`config.mk`:
```
export PLATFORM = sky130hd
export DESIGN_NAME = epi_front
export DESIGN_NICKNAME = d
export VERILOG_FILES = /design/src/rtl/core/epi_pkg.sv /design/src/rtl/core/epi_front.sv
export SDC_FILE = /design/constraint.sdc
export NUM_CORES = 1
export LEC_CHECK = 0
export BUFFER_PORTS_ARGS = -buffer_cell sky130_fd_sc_hd__buf_2
export CELL_PAD_IN_SITES_DETAIL_PLACEMENT = 0
export CELL_PAD_IN_SITES_GLOBAL_PLACEMENT = 1
export CORE_ASPECT_RATIO = 2
export CORE_MARGIN = 2
export CORE_UTILIZATION = 40
export DETAILED_ROUTE_END_ITERATION = 8
export GPL_TIMING_DRIVEN = 0
export PLACE_DENSITY_LB_ADDON = 0.1
export SLEW_MARGIN = 15
export SYNTH_ARGS = -nofsm -noshare
export SYNTH_HDL_FRONTEND = slang
export SYNTH_SLANG_ARGS = --single-unit
```
`constraint.sdc`:
```
create_clock -name clk_i -period 8.6 [get_ports clk_i]
set_clock_uncertainty 0.2 [all_clocks]
set_input_delay 0 -clock clk_i [delete_from_list [all_inputs] [get_ports clk_i]]
set_output_delay 0 -clock clk_i [all_outputs]
set_load 0.005 [all_outputs]
```
`src/rtl/core/epi_pkg.sv`:
```
package epi_pkg;

  localparam int unsigned AngW = 16;
  localparam int unsigned DurW = 16;
  localparam logic [AngW-1:0] AngFull = 16'd46080;
  localparam logic [AngW-1:0] AngHalf = 16'd23040;

  typedef enum logic {
    REQ_SET   = 1'b0,
    REQ_QUERY = 1'b1
  } req_e;

  typedef enum logic [2:0] {
    ST_IDLE,
    ST_DIV,
    ST_DELTA,
    ST_MUL,
    ST_SUM,
    ST_DONE
  } back_state_e;

  function automatic logic [AngW-1:0] ang_reduce(input logic [AngW-1:0] a);
    ang_reduce = (a >= AngFull) ? AngW'(a - AngFull) : a;
  endfunction

endpackage

```
`src/rtl/core/epi_front.sv`:
```
module epi_front #(
  parameter int unsigned PosW = 32,
  parameter int unsigned TimeW = 48
) (
  input  logic                    clk_i,
  input  logic                    rst_ni,
  input  logic                    in_valid_i,
  output logic                    in_ready_o,
  input  logic                    in_type_i,
  input  logic [TimeW-1:0]        in_now_i,
  input  logic [3*PosW-1:0]       in_pos_i,
  input  logic [3*16-1:0]         in_ang_i,
  output logic                    q_valid_o,
  input  logic                    q_ready_i,
  output logic                    q_type_o,
  output logic [TimeW-1:0]        q_now_o,
  output logic [3*PosW-1:0]       q_pos_o,
  output logic [3*16-1:0]         q_ang_o
);
  import epi_pkg::*;

  // Two-entry queue between the front and the back.
  logic [1:0] cnt_q, cnt_d;
  logic       wr_q, wr_d, rd_q, rd_d;
  logic       ty_q [2];
  logic [TimeW-1:0] now_q [2];
  logic [3*PosW-1:0] pos_q [2];
  logic [3*16-1:0] ang_q [2];
  logic push, pop;
  logic [3*16-1:0] ang_red;

  always_comb begin
    for (int i = 0; i < 3; i++) begin
      ang_red[i*16 +: 16] = ang_reduce(in_ang_i[i*16 +: 16]);
    end
  end

  assign in_ready_o = (cnt_q != 2'd2);
  assign push = in_valid_i && in_ready_o;
  assign q_valid_o = (cnt_q != 2'd0);
  assign pop = q_valid_o && q_ready_i;
  assign q_type_o = ty_q[rd_q];
  assign q_now_o = now_q[rd_q];
  assign q_pos_o = pos_q[rd_q];
  assign q_ang_o = ang_q[rd_q];

  always_comb begin
    cnt_d = cnt_q + 2'(push) - 2'(pop);
    wr_d = push ? ~wr_q : wr_q;
    rd_d = pop ? ~rd_q : rd_q;
  end

  always_ff @(posedge clk_i or negedge rst_ni) begin
    if (!rst_ni) begin
      cnt_q <= '0;
      wr_q <= 1'b0;
      rd_q <= 1'b0;
    end else begin
      cnt_q <= cnt_d;
      wr_q <= wr_d;
      rd_q <= rd_d;
    end
  end

  always_ff @(posedge clk_i) begin
    if (push) begin
      ty_q[wr_q] <= in_type_i;
      now_q[wr_q] <= in_now_i;
      pos_q[wr_q] <= in_pos_i;
      ang_q[wr_q] <= ang_red;
    end
  end

  assert property (@(posedge clk_i) disable iff (!rst_ni) cnt_q <= 2'd2)
    else $error("queue count overflow");
  assert property (@(posedge clk_i) disable iff (!rst_ni)
    (cnt_q == 2'd0) |-> !pop) else $error("pop from empty queue");
  assert property (@(posedge clk_i) disable iff (!rst_ni)
    (cnt_q == 2'd2 && !pop) |=> (cnt_q == 2'd2)) else $error("full queue lost an entry");

endmodule

```
Word-level counts from Yosys, hierarchy flattened:

Memory sizes are Yosys's and may differ from the RTL's.
Index checks and enable logic that the tools add are counted.

* register bits: 4
* memory bits (writable): 386
* memories: 4
* bits of input ports: 197
* logic and storage cells: 26

* bitwise gates (word level): 2
* muxes and demuxes: 5
* magnitude comparators: 3
* reduce and logical (&&, ||, !) cells: 3
* add/sub/neg operators: 5
* eq/ne operators: 1

Memory list
* pos_q: depth 2, width 96, read ports 1, clocked after memory_dff 0, wr ports 1, line epi_front.sv:27 `logic [3*PosW-1:0] pos_q [2];`
* ang_q: depth 2, width 48, read ports 1, clocked after memory_dff 0, wr ports 1, line epi_front.sv:28 `logic [3*16-1:0] ang_q [2];`
* now_q: depth 2, width 48, read ports 1, clocked after memory_dff 0, wr ports 1, line epi_front.sv:26 `logic [TimeW-1:0] now_q [2];`
* ty_q: depth 2, width 1, read ports 1, clocked after memory_dff 0, wr ports 1, line epi_front.sv:25 `logic ty_q [2];`

Operators by type and width (count)
* $ge A16 B16 Y1 const B: 3
* $mux W16: 3
* $sub A16 B16 Y16 const B: 3
* $add A2 B1 Y2: 1
* $logic_and A1 B1 Y1: 2
* $mux W1: 2
* $ne A2 B2 Y1 const B: 1
* $not A1 Y1: 2
* $reduce_bool A2 Y1: 1
* $sub A2 B1 Y2: 1

Longest topological paths before layout:

Gate-level depths: netlist of the first run.

* word-level depth: 4
* depth in mapped cells: 6

Worst setup path before layout of the first run:

OpenSTA, ideal clock, no wires.

* kind: flip-flop to flip-flop
* from: register cnt_q[0]
* to: memory ang_q[0][0] (netlist bit) (enable)
* cell stages (with the launch flop): 4
* path slack: -1.011 ns
* data arrival time: 8.663 ns
* setup time: 0.749 ns
* data required time: 7.651 ns
* cell sequence: dfrtp_1 nand2b_1 nand2_1 nor2_1

* longest elaborated chain between the ends: 4

RTL lines
* start: declaration: line epi_front.sv:23 `logic [1:0] cnt_q, cnt_d;`
* start signal: assignment: line epi_front.sv:59 `cnt_q <= cnt_d;`
* $ne A2 B2 Y1: line epi_front.sv:38 `assign in_ready_o = (cnt_q != 2'd2);`
* net in_ready_o: line epi_front.sv:8 `output logic in_ready_o,`
* $logic_and A1 B1 Y1: line epi_front.sv:39 `assign push = in_valid_i && in_ready_o;`
* $mux W1: line epi_front.sv:66 `if (push) begin`
* $mux W1 (not written as such): line epi_front.sv:70 `ang_q[wr_q] <= ang_red;`
* end: declaration: line epi_front.sv:28

The timed path passes the listed nets, and every way through them passes these cells.

Worst setup path in the final report of the first run:

* from: register cnt_q[0]
* to: memory pos_q[0][5] (netlist bit) (enable)

* longest elaborated chain between the ends: 4

RTL lines
* $ne A2 B2 Y1: line epi_front.sv:38
* $logic_and A1 B1 Y1: line epi_front.sv:39
* $mux W1: line epi_front.sv:66
* $mux W1 (not written as such): line epi_front.sv:69 `pos_q[wr_q] <= in_pos_i;`
* end: declaration: line epi_front.sv:27

Every way passes these cells.

==> summary.md, run 1 <==
| Metric | Value |
|---|---|
| Post-Syn Area | 0.01468 mm2 |
| Largest net degree at the start of global routing | 52 |
| Row Count | 99 |
| Worst flop-to-flop path endpoint | pos_q[0][5] |
| IO Count | around 400 |
| Vias per cell | 4.698 |
| Setup slack, reg-to-reg | just under 6000 ps |
| Hpwl dp | 24.48 mm |
| Clock buffer depth | 3 |
| PnR Total Power | approximately 6.0 mW |
| Ys flop type | edfxtp_1 |
| Hold EP | pos_q[1][26] |
| RePlAce Congestion | between 0.7 and 0.8 |
| Core Region | about 0.036 mm2 |
| Status | finished clean |
| Clock Power Share | 0.251 |
| Area of the die | 0.03834 mm2 |
| Clock Pin Slew Worst Setup and Hold Paths | 60 ps |
| Async set-reset flop share out of synthesis | 0.01026 |
| CP required | approximately 8600 ps |
| Post-Syn Nets | about 900 |
| Final ANT Viol Nets | 0 |
| Die Y | between 200 and 300 um |
| Combinational cell fraction of total power | 0.303 |
| Startpoint types | flop |
| R2R depth | 7 |
| Netlist cell types | 30 |
| CP startpoint | cnt_q[0] |
| Antenna violations before repair | 1 |
| CP Class | reg2reg |
| Syn_area_per_cell | 21.00 um2 |
| Sequential group share of total power | 0.446 |
| CP cell instances | nand2b_1 -> nand2_1 -> nor2_4 -> buf_16 -> buf_12 -> buf_12 -> buf_16 |
| Final wirelength | 34.91 mm |
| DR pass1 iterations | 4 |
| Max_slew headroom | 0.4728 |
| Vias in the first global route | between 9000 and 10000 |
| Fin cells | roughly 1900 |
| Top Layer Used | met4 |
| Hold Path Depth | 2 |
| RSZ-0062 raised after global routing | no |
| Initial drt markers | 253 |
| H-tree levels | 2 |
| Area grow syn2layout | 44.90% |
| Final instance area | 0.02127 mm2 |
| Most common cell after layout, fill and taps aside | buf_2 |
| Pwr/cell area | around 280 mW/mm2 |
| Period utilisation layout | 0.3184 |
| Post-Synthesis Cells | 699 |
| Syn. warnings | 0 |
| Leakage | 8.132 nW |
| Hold_sp | in_pos_i[26] |
| Post-DP Area | 0.01754 mm2 |
| Max Cap Viol | 0 |
| Post-CTS sizing | 0 |
| Clock buffer count from CTS | 35 |
| Seq/Total Area, Yosys | 0.7965 |
| Met3 WL | roughly 2.4 mm |
| Post-CTS Setup Inserts | 0 |
| Via count | ~8800 |
| Setup TNS | 0 ps |
| Origin of the critical flop-to-flop path | cnt_q[0] |
| Fraction of layout cells with a size suffix above 1 | 0.3366 |
| FF+latch count, synth | 390 |
| Max FO, Critical Path | 23 |
| Tightest Pin Transition | just under 800 ps |
| Met2 WL | 19.80 mm |
| Starting density of the core | 0.4045 |
| Clock period minus worst slack | 2738 ps |
| Clk_lat worst skew | between 500 and 600 ps |
| DR DRC count | 0 |
| Clk sinks | 390 |
| DRT met1 WL | between 10 and 15 mm |
| Slowest stage delay, CP | between 600 and 700 ps |
| Placed insts | 1557 |
| Nets | 1607 |
| Final hold slack | roughly 20 ps |
| Crit. End Element | flop |
| Global-route wire length before repair | 52.08 mm |
| Final setup violation count | 0 |
| Final hold violations | 0 |
| HP Class | in2reg |
| Port bufs | 391 |
| Post-Route Utilization | 0.5861 |
| Number of fill cells | 2870 |
| EDFF count, synth | ~390 |
| Routed len/inst | roughly 19 um |
| Most frequent cells in the layout | 394 x buf_2, 386 x edfxtp_1, 263 x dlygate4sd3_1 |
| CTS Root Cell | clkbuf_16 |
| CP max-delay cell | nor2_4 |
| Switching part of the total | 0.2826 |
| Peak supply drop | 0.0002131 V |
| Grt total ovfl | 0 |
| All-Layer GR Usage | 0.1765 |
| Critical path arrival | 2760 ps |
| Fin. max-slew vios | 0 |
| Internal Power | 4.300 mW |
| Fin worst setup slack | 5862 ps |
| DP Worst Slack | 5807 ps |
| Chip width | between 100 and 150 um |
| Max Fclk | approximately 370 MHz |
| Net Sw Power | roughly 1.7 mW |
| CTS tree | yes |
[power by group through the flow]
stage               Combinational, mW  Clock (mW)  Sequential [mW]
floorplan                       0.863           0             2.78
global placement                 1.64           0             2.86
detailed placement               1.76           0             2.72
CTS                              1.87        1.55             2.68
global route                     1.98        1.62             2.71
finish                           1.82        1.50             2.67
[synthesized netlist by cell type (all sizes together) (3+ instances only)]
| master | instances | area (um2) |
|---|---|---|
| a21o | 3 | 22.52 |
| a21oi | 6 | 30.03 |
| and3b | 3 | 26.28 |
| and4bb | 3 | 37.54 |
| buf | 21 | 150.1 |
| dfrtp | 4 | 100.1 |
| edfxtp | 386 | 11590 |
| ha | 7 | 87.58 |
| inv | 12 | 45.04 |
| mux2 | 193 | 2173 |
| mux2i | 3 | 30.03 |
| nand2 | 7 | 26.28 |
| nand4 | 3 | 18.77 |
| nor2 | 3 | 11.26 |
| nor3b | 3 | 22.52 |
| nor4 | 3 | 18.77 |
| nor4b | 3 | 45.04 |
| o21ai | 13 | 65.06 |
| o21bai | 3 | 22.52 |
| xnor2 | 12 | 105.1 |
[worst max-delay path by stage]
stage          depth (start not counted)      endpoint
6_report                               7   pos_q[0][5]
5_1_grt                                7   pos_q[0][5]
4_1_cts                                7  now_q[0][36]
3_5_place_dp                           7  ang_q[0][32]
3_3_place_gp                           3  ang_q[0][22]
2_1_floorplan                          3   ang_q[0][0]
[cell type report]
type | count | area (um2) | area share
diodes | 1 | 2.502 | 0.0001176
plain buffers | 22 | 153.9 | 0.007235
clock buffers | 47 | 1003 | 0.04718
clock inverters | 13 | 87.58 | 0.004118
inverters | 12 | 45.04 | 0.002118
multi-input cells | 275 | 2801 | 0.1317
flip-flops and latches | 390 | 11690 | 0.5496
well taps | 454 | 568.0 | 0.02671
repair buffers | 667 | 4917 | 0.2312
[what timing repair did]
item | CTS | global route
hold endpoints to repair | 422 | 2
hold buffers | 262 | 1
endpoints found under the setup margin | 0 | 0
[cells by family after synthesis]
logic type	after synthesis	synth area share
flops	390	0.7965
mux	196	0.1501
buf+inv	34	0.01355
simple gates	33	0.01611
compound gates	27	0.01065
xor+xnor	12	0.007160
fa+ha+maj	7	0.005966
[critical path: cells and delay by family, from the launching register on]
family / cells / cell delay (ps)
buf+inv: 4 / 860
flops: 1 / 450
simple gates: 3 / 910
[registers in the layout, indices dropped and copies added (netlist names)]
register and cells:
now_q 96, ang_q 96, ty_q 2, pos_q 192, rd_q 1, wr_q 1
cnt_q 2
[metal layers]
layer / vias up / GRT usage
li1: 4177 / -
met1: 4308 / 0.1694
met2: 294 / 0.3506
met3: 57 / 0.04943
met4: 0 / 0.06566
met5: - / 0
No activity file was read; power rests on OpenSTA's default activity.
==> inputs of run 2 (changes only) <==
--- a/config.mk
+++ b/config.mk
@@ -10,7 +10,7 @@
 export CELL_PAD_IN_SITES_GLOBAL_PLACEMENT = 1
 export CORE_ASPECT_RATIO = 2
 export CORE_MARGIN = 2
-export CORE_UTILIZATION = 40
+export CORE_UTILIZATION = 44
 export DETAILED_ROUTE_END_ITERATION = 8
 export GPL_TIMING_DRIVEN = 0
 export PLACE_DENSITY_LB_ADDON = 0.1
==> constraint.sdc (replaced) <==
create_clock -name clk_i -period 2.65 [get_ports clk_i]
set_clock_uncertainty 0.2 [all_clocks]
set_input_delay 0 -clock clk_i [delete_from_list [all_inputs] [get_ports clk_i]]
set_output_delay 0 -clock clk_i [all_outputs]
set_load 0.005 [all_outputs]
==> summary.md, run 2 (synthesis results as in run 1) <==
| Metric | Value |
|---|---|
| Nets | 1616 (was 1607) |
| Post-CTS Setup Inserts | 0 (unchanged) |
| Largest net degree at the start of global routing | 51 (was 52) |
| Clock Pin Slew Worst Setup and Hold Paths | 60 ps (about the same) |
| Setup slack, reg-to-reg | 250 ps (was 5860 ps) |
| IO Count | 392 (unchanged) |
| Clk sinks | 390 (unchanged) |
| H-tree levels | 2 (unchanged) |
| Post-DP Area | 0.01756 mm2 (was 0.01754 mm2) |
| Clock buffer count from CTS | 35 (unchanged) |
| Startpoint types | flop (unchanged) |
| Antenna violations before repair | 7 (was 1) |
| Peak supply drop | 0.0007066 V (was 0.0002131 V) |
| Global-route wire length before repair | 53.03 mm (was 52.08 mm) |
| Origin of the critical flop-to-flop path | cnt_q[0] (unchanged) |
| RePlAce Congestion | 0.7914 (was 0.7405) |
| CP max-delay cell | nor2_4 (unchanged) |
| Hold Path Depth | 2 (unchanged) |
| Slowest stage delay, CP | 520 ps (was 620 ps) |
| CTS tree | yes (unchanged) |
| Fin. max-slew vios | 0 (unchanged) |
| CP Class | reg2reg (unchanged) |
| Clock period minus worst slack | 2398 ps (was 2738 ps) |
| Status | finished clean (unchanged) |
| Vias in the first global route | 9926 (was 9551) |
| Number of fill cells | 2373 (was 2870) |
| Area of the die | 0.03493 mm2 (was 0.03834 mm2) |
| Row Count | 94 (was 99) |
| CTS Root Cell | clkbuf_16 (unchanged) |
| All-Layer GR Usage | 0.1985 (was 0.1765) |
| Clk_lat worst skew | 510 ps (about the same) |
| Crit. End Element | flop (unchanged) |
| Crit path top cell by count | buf_12 |
| Initial drt markers | 285 (was 253) |
| Fraction of layout cells with a size suffix above 1 | 0.3354 (was 0.3366) |
| Via count | 8957 (was 8836) |
| CP cell instances | nand2b_4 -> nand2_4 -> nor2_4 -> buf_16 -> buf_12 -> buf_12 (was nand2b_1 -> nand2_1 -> nor2_4 -> buf_16 -> buf_12 -> buf_12 -> buf_16) |
| Max Cap Viol | 0 (unchanged) |
| R2R depth | 6 (was 7) |
| PnR Total Power | 19.78 mW (was 5.995 mW) |
| Hpwl dp | 24.15 mm (was 24.48 mm) |
| Critical path arrival | 2420 ps (was 2760 ps) |
| Final setup violation count | 0 (unchanged) |
| DR DRC count | 0 (unchanged) |
| Biggest register | pos_q (unchanged) |
| Tightest Pin Transition | 641.1 ps (was 788.9 ps) |
| Max Fclk | 416.9 MHz (was 365.2 MHz) |
| Regs by FF count | pos_q x192, ang_q x96, now_q x96 (unchanged) |
| Routed len/inst | 18.77 um (was 18.56 um) |
| Starting density of the core | 0.4457 (was 0.4045) |
| Final instance area | 0.02144 mm2 (was 0.02127 mm2) |
| Max FO, Critical Path | 23 (unchanged) |
| Largest register FFs | 192 (unchanged) |
| Worst flop-to-flop path endpoint | ang_q[0][28] (was pos_q[0][5]) |
| RSZ-0062 raised after global routing | no (unchanged) |
| Pwr/cell area | 922.5 mW/mm2 (was 281.8 mW/mm2) |
| Period utilisation layout | 0.9051 (was 0.3184) |
| Leakage | 8.207 nW (was 8.132 nW) |
| Hold_sp | in_pos_i[27] (was in_pos_i[26]) |
| HP Class | in2reg (unchanged) |
| Area grow syn2layout | 46.05% (was 44.90%) |
| DR pass1 iterations | 5 (was 4) |
| Final wirelength | 35.14 mm (was 34.91 mm) |
| Final ANT Viol Nets | 0 (unchanged) |
| Chip width | 133.2 um (was 139.5 um) |
| Most common cell after layout, fill and taps aside | buf_2 (unchanged) |
| Grt total ovfl | 0 (unchanged) |
| Core Region | 0.03293 mm2 (was 0.03629 mm2) |
| Die Y | 262.3 um (was 274.9 um) |
| Most frequent cells in the layout | 394 x buf_2, 386 x edfxtp_1, 271 x dlygate4sd3_1 (was 394 x buf_2, 386 x edfxtp_1, 263 x dlygate4sd3_1) |
| Max_slew headroom | 0.5716 (was 0.4728) |
| Clock buffer depth | 3 (unchanged) |
| Vias per cell | 4.785 (was 4.698) |
| CP required | 2670 ps (was 8630 ps) |
| Hold EP | pos_q[0][27] (was pos_q[1][26]) |
| Port bufs | 391 (unchanged) |
| Final hold violations | 0 (unchanged) |
## run 2: timing repair
action / 4_1_cts / 5_1_grt
gates resized for setup: 0 / 2
hold buffers: 272 / 0
endpoints found under the hold margin: 427 / 0
endpoints found under the setup margin: 0 / 2
## run 2: metal layers
metal | vias to the layer above | track usage | wire [um]
li1 | 4196 | - | -
met1 | 4348 | 0.1825 | 11100
met2 | 315 | 0.3875 | 19810
met3 | 96 | 0.04938 | 2237
met4 | 2 | 0.1075 | 1988
met5 | - | 0 | 11
## run 2: worst max path at each step
stage	start	end	slack (ps)	cells past startpoint
2_1_floorplan	cnt_q[0]	ang_q[0][0]	-1450	3
3_3_place_gp	cnt_q[0]	now_q[0][37]	-3280	3
3_5_place_dp	cnt_q[0]	now_q[0][37]	190	6
4_1_cts	in_ang_i[26]	ang_q[0][27]	20	10
5_1_grt	cnt_q[0]	ang_q[0][28]	120	6
6_report	cnt_q[0]	ang_q[0][28]	250	6
## run 2: final cells by class
cell class	count	area [um2]	share of cell area
clock inverter	16	196.4	0.009163
sequential	390	11690	0.5453
timing repair buffer	676	5025	0.2344
buffer	22	153.9	0.007179
tap	432	540.5	0.02521
antenna	6	15.01	0.0007004
multi-input combinational	275	2823	0.1317
inverter	12	45.04	0.002101
clock buffer	43	948.4	0.04424
## run 2: where the power goes
part           internal [mW]  switching [mW]
registers               8.41           0.278
clock network           3.02            2.10
logic                   2.84            3.13
## run 2: critical path, delay by kind of cell (launching register included)
kind | cells | cell delay (ps)
buf+inv | 3 | 650
flops | 1 | 440
simple gates | 3 | 770
## run 2: stage by stage
stage               instances  TNS (ps)  hold slack, ps  utilization  setup WS (ps)
CTS                      1867         0          0.4617       0.6506          24.49
global route             1872         0           1.351       0.6510          116.0
global placement         1522  -1098220          -381.7       0.5223          -3280
finish                   1872         0           8.584       0.6510          251.5
detailed placement       1536         0          -380.7       0.5332          194.2
floorplan                 699   -464560          -495.6            -          -1452
==> inputs of run 3 (changes only) <==
--- a/config.mk
+++ b/config.mk
@@ -5,14 +5,13 @@
 export SDC_FILE = /design/constraint.sdc
 export NUM_CORES = 1
 export LEC_CHECK = 0
-export BUFFER_PORTS_ARGS = -buffer_cell sky130_fd_sc_hd__buf_2
+export BUFFER_PORTS_ARGS = -buffer_cell sky130_fd_sc_hd__buf_4
 export CELL_PAD_IN_SITES_DETAIL_PLACEMENT = 0
 export CELL_PAD_IN_SITES_GLOBAL_PLACEMENT = 1
 export CORE_ASPECT_RATIO = 2
 export CORE_MARGIN = 2
 export CORE_UTILIZATION = 44
 export DETAILED_ROUTE_END_ITERATION = 8
-export GPL_TIMING_DRIVEN = 0
 export PLACE_DENSITY_LB_ADDON = 0.1
 export SLEW_MARGIN = 15
 export SYNTH_ARGS = -nofsm -noshare
==> summary.md, run 3 (synthesis results as in run 1) <==
| Metric | Value |
|---|---|
| DR pass1 iterations | 4 (was 5) |
| Period utilisation layout | 0.9399 (was 0.9051) |
| Core Region | 0.03293 mm2 (unchanged) |
| Initial drt markers | 323 (was 285) |
| Vias per cell | 4.808 (was 4.785) |
| Fin. max-slew vios | 0 (unchanged) |
| CP startpoint | rd_q (was cnt_q[0]) |
| Area of the die | 0.03493 mm2 (unchanged) |
| CTS tree | yes (unchanged) |
| R2R depth | 4 (was 6) |
| Max_slew headroom | 0.5352 (was 0.5716) |
| RePlAce Congestion | 0.8028 (was 0.7914) |
| Final setup violation count | 0 (unchanged) |
| CP top delay family | flip-flops (was simple AND/OR/NAND/NOR gates) |
| CP required | 2450 ps (was 2670 ps) |
| Origin of the critical flop-to-flop path | cnt_q[0] (unchanged) |
| Regs by FF count | pos_q x192, ang_q x96, now_q x96 (unchanged) |
| Clock Pin Slew Worst Setup and Hold Paths | 70 ps (was 60 ps) |
| CP Class | reg2out (was reg2reg) |
| Final hold violations | 0 (unchanged) |
| Global-route wire length before repair | 52.97 mm (was 53.03 mm) |
| Setup slack, reg-to-reg | 710 ps (was 250 ps) |
| PnR Total Power | 20.50 mW (was 19.78 mW) |
| CP Buf/Inv Count | 2 (was 3) |
| Clock buffer depth | 3 (unchanged) |
| Port bufs | 391 (unchanged) |
| Crit path top cell by count | buf_4 (was buf_12) |
| Post-CTS Setup Inserts | 0 (unchanged) |
| H-tree levels | 2 (unchanged) |
| Die Y | 262.3 um (unchanged) |
| Critical path arrival | 2290 ps (was 2420 ps) |
| Hpwl dp | 23.64 mm (was 24.15 mm) |
| Clock buffer count from CTS | 36 (was 35) |
| Row Count | 94 (unchanged) |
| Peak supply drop | 0.0007503 V (was 0.0007066 V) |
| Most common cell after layout, fill and taps aside | buf_4 (was buf_2) |
| Largest register FFs | 192 (unchanged) |
| Hold_sp | in_ang_i[4] (was in_pos_i[27]) |
| Fin cells | 1846 (was 1872) |
| Chip width | 133.2 um (unchanged) |
| Crit. End Element | output port (was flop) |
| Slowest stage delay, CP | 890 ps (was 520 ps) |
| Routed len/inst | 19.16 um (was 18.77 um) |
| Placed insts | 1519 (was 1536) |
| Worst setup path endpoint | q_pos_o[6] (was ang_q[0][28]) |
| Worst flop-to-flop path endpoint | pos_q[0][66] (was ang_q[0][28]) |
| CP max-delay cell | dfrtp_4 (was nor2_4) |
| Starting density of the core | 0.4457 (unchanged) |
| Area grow syn2layout | 50.57% (was 46.05%) |
| Biggest register | pos_q (unchanged) |
| Clock period minus worst slack | 2491 ps (was 2398 ps) |
| Setup TNS | 0 ps (unchanged) |
| Largest net degree at the start of global routing | 87 (was 51) |
| Pwr/cell area | 927.7 mW/mm2 (was 922.5 mW/mm2) |
| Leakage | 8.398 nW (was 8.207 nW) |
| Antenna violations before repair | 5 (was 7) |
| Clk_lat worst skew | 510 ps (about the same) |
| Fraction of layout cells with a size suffix above 1 | 0.3307 (was 0.3354) |
| All-Layer GR Usage | 0.1995 (was 0.1985) |
| Final wirelength | 35.37 mm (was 35.14 mm) |
| CTS Root Cell | clkbuf_16 (unchanged) |
| Max Fclk | 401.5 MHz (was 416.9 MHz) |
| Grt total ovfl | 0 (unchanged) |
| HP Class | in2reg (unchanged) |
| Nets | 1587 (was 1616) |
| Startpoint types | flop (unchanged) |
| Clk sinks | 390 (unchanged) |
| Final ANT Viol Nets | 0 (unchanged) |
| Max Cap Viol | 0 (unchanged) |
| Tightest Pin Transition | 697.1 ps (was 641.1 ps) |
| CP cell instances | buf_4 -> mux2_1 -> buf_4 (was nand2b_4 -> nand2_4 -> nor2_4 -> buf_16 -> buf_12 -> buf_12) |
| Max FO, Critical Path | 39 (was 23) |
| IO Count | 392 (unchanged) |
| Post-Route Utilization | 0.6712 (was 0.6510) |
| Status | finished clean (unchanged) |
| DR DRC count | 0 (unchanged) |
| Vias in the first global route | 9835 (was 9926) |
| Critical path depth | 3 (was 6) |
| Most frequent cells in the layout | 399 x buf_4, 386 x edfxtp_1, 258 x dlygate4sd3_1 (was 394 x buf_2, 386 x edfxtp_1, 271 x dlygate4sd3_1) |
| Via count | 8875 (was 8957) |
| RSZ-0062 raised after global routing | no (unchanged) |
## run 3: repair_timing
item | CTS | global route
hold buffers | 256 | 2
resized for setup | 0 | 0
endpoints found under the hold margin | 484 | 4
## run 3: worst min path at each step
stage | slack, ps | endpoint | cells after the start
after floorplan | -500 | cnt_q[0] | 0
after global placement | -400 | rd_q | 1
after detailed placement | -400 | rd_q | 1
after CTS | 0.2 | pos_q[1][0] | 2
after global routing | 3 | pos_q[1][48] | 2
final | 10 | ang_q[0][4] | 2
## run 3: power breakdown
group	switching, mW	total (mW)	internal, mW
Combinational	2.98	6.35	3.37
Sequential	0.453	8.88	8.43
Clock	2.14	5.28	3.14
## run 3: per-layer routing
metal	global-route usage	up-vias	wire [um]
met5	0	-	0
met4	0.1136	0	2116
met3	0.04861	103	2128
met2	0.3792	329	19550
met1	0.1911	4316	11570
li1	-	4127	-
## run 3: final cells by class
cell class                      count  area, um2
Sequential cell                   390      11700
Fill cell                        2309      10830
Timing Repair Buffer              668       5798
Multi-Input combinational cell    275       2816
Clock buffer                       44      952.2
Tap cell                          432      540.5
Clock inverter                     20      242.7
Inverter                           12      45.04
Antenna cell                        5      12.51
## run 3: worst register-to-register path, stage by stage, from the launching register on
cell and delay [ps]:
dfrtp_1 440, nand2b_4 190, nand2_4 60, nor2_4 370, buf_12 300
## run 3: through the flow
| stage | setup slack [ps] | area (um2) | hold slack (ps) |
|---|---|---|---|
| floorplan | -1452 | 14700 | -495.6 |
| global placement | 685.2 | 18310 | -396.6 |
| detailed placement | 653.2 | 18310 | -395.9 |
| CTS | 76.58 | 22070 | 0.2444 |
| global route | 19.21 | 22100 | 2.610 |
| finish | 159.2 | 22100 | 14.41 |
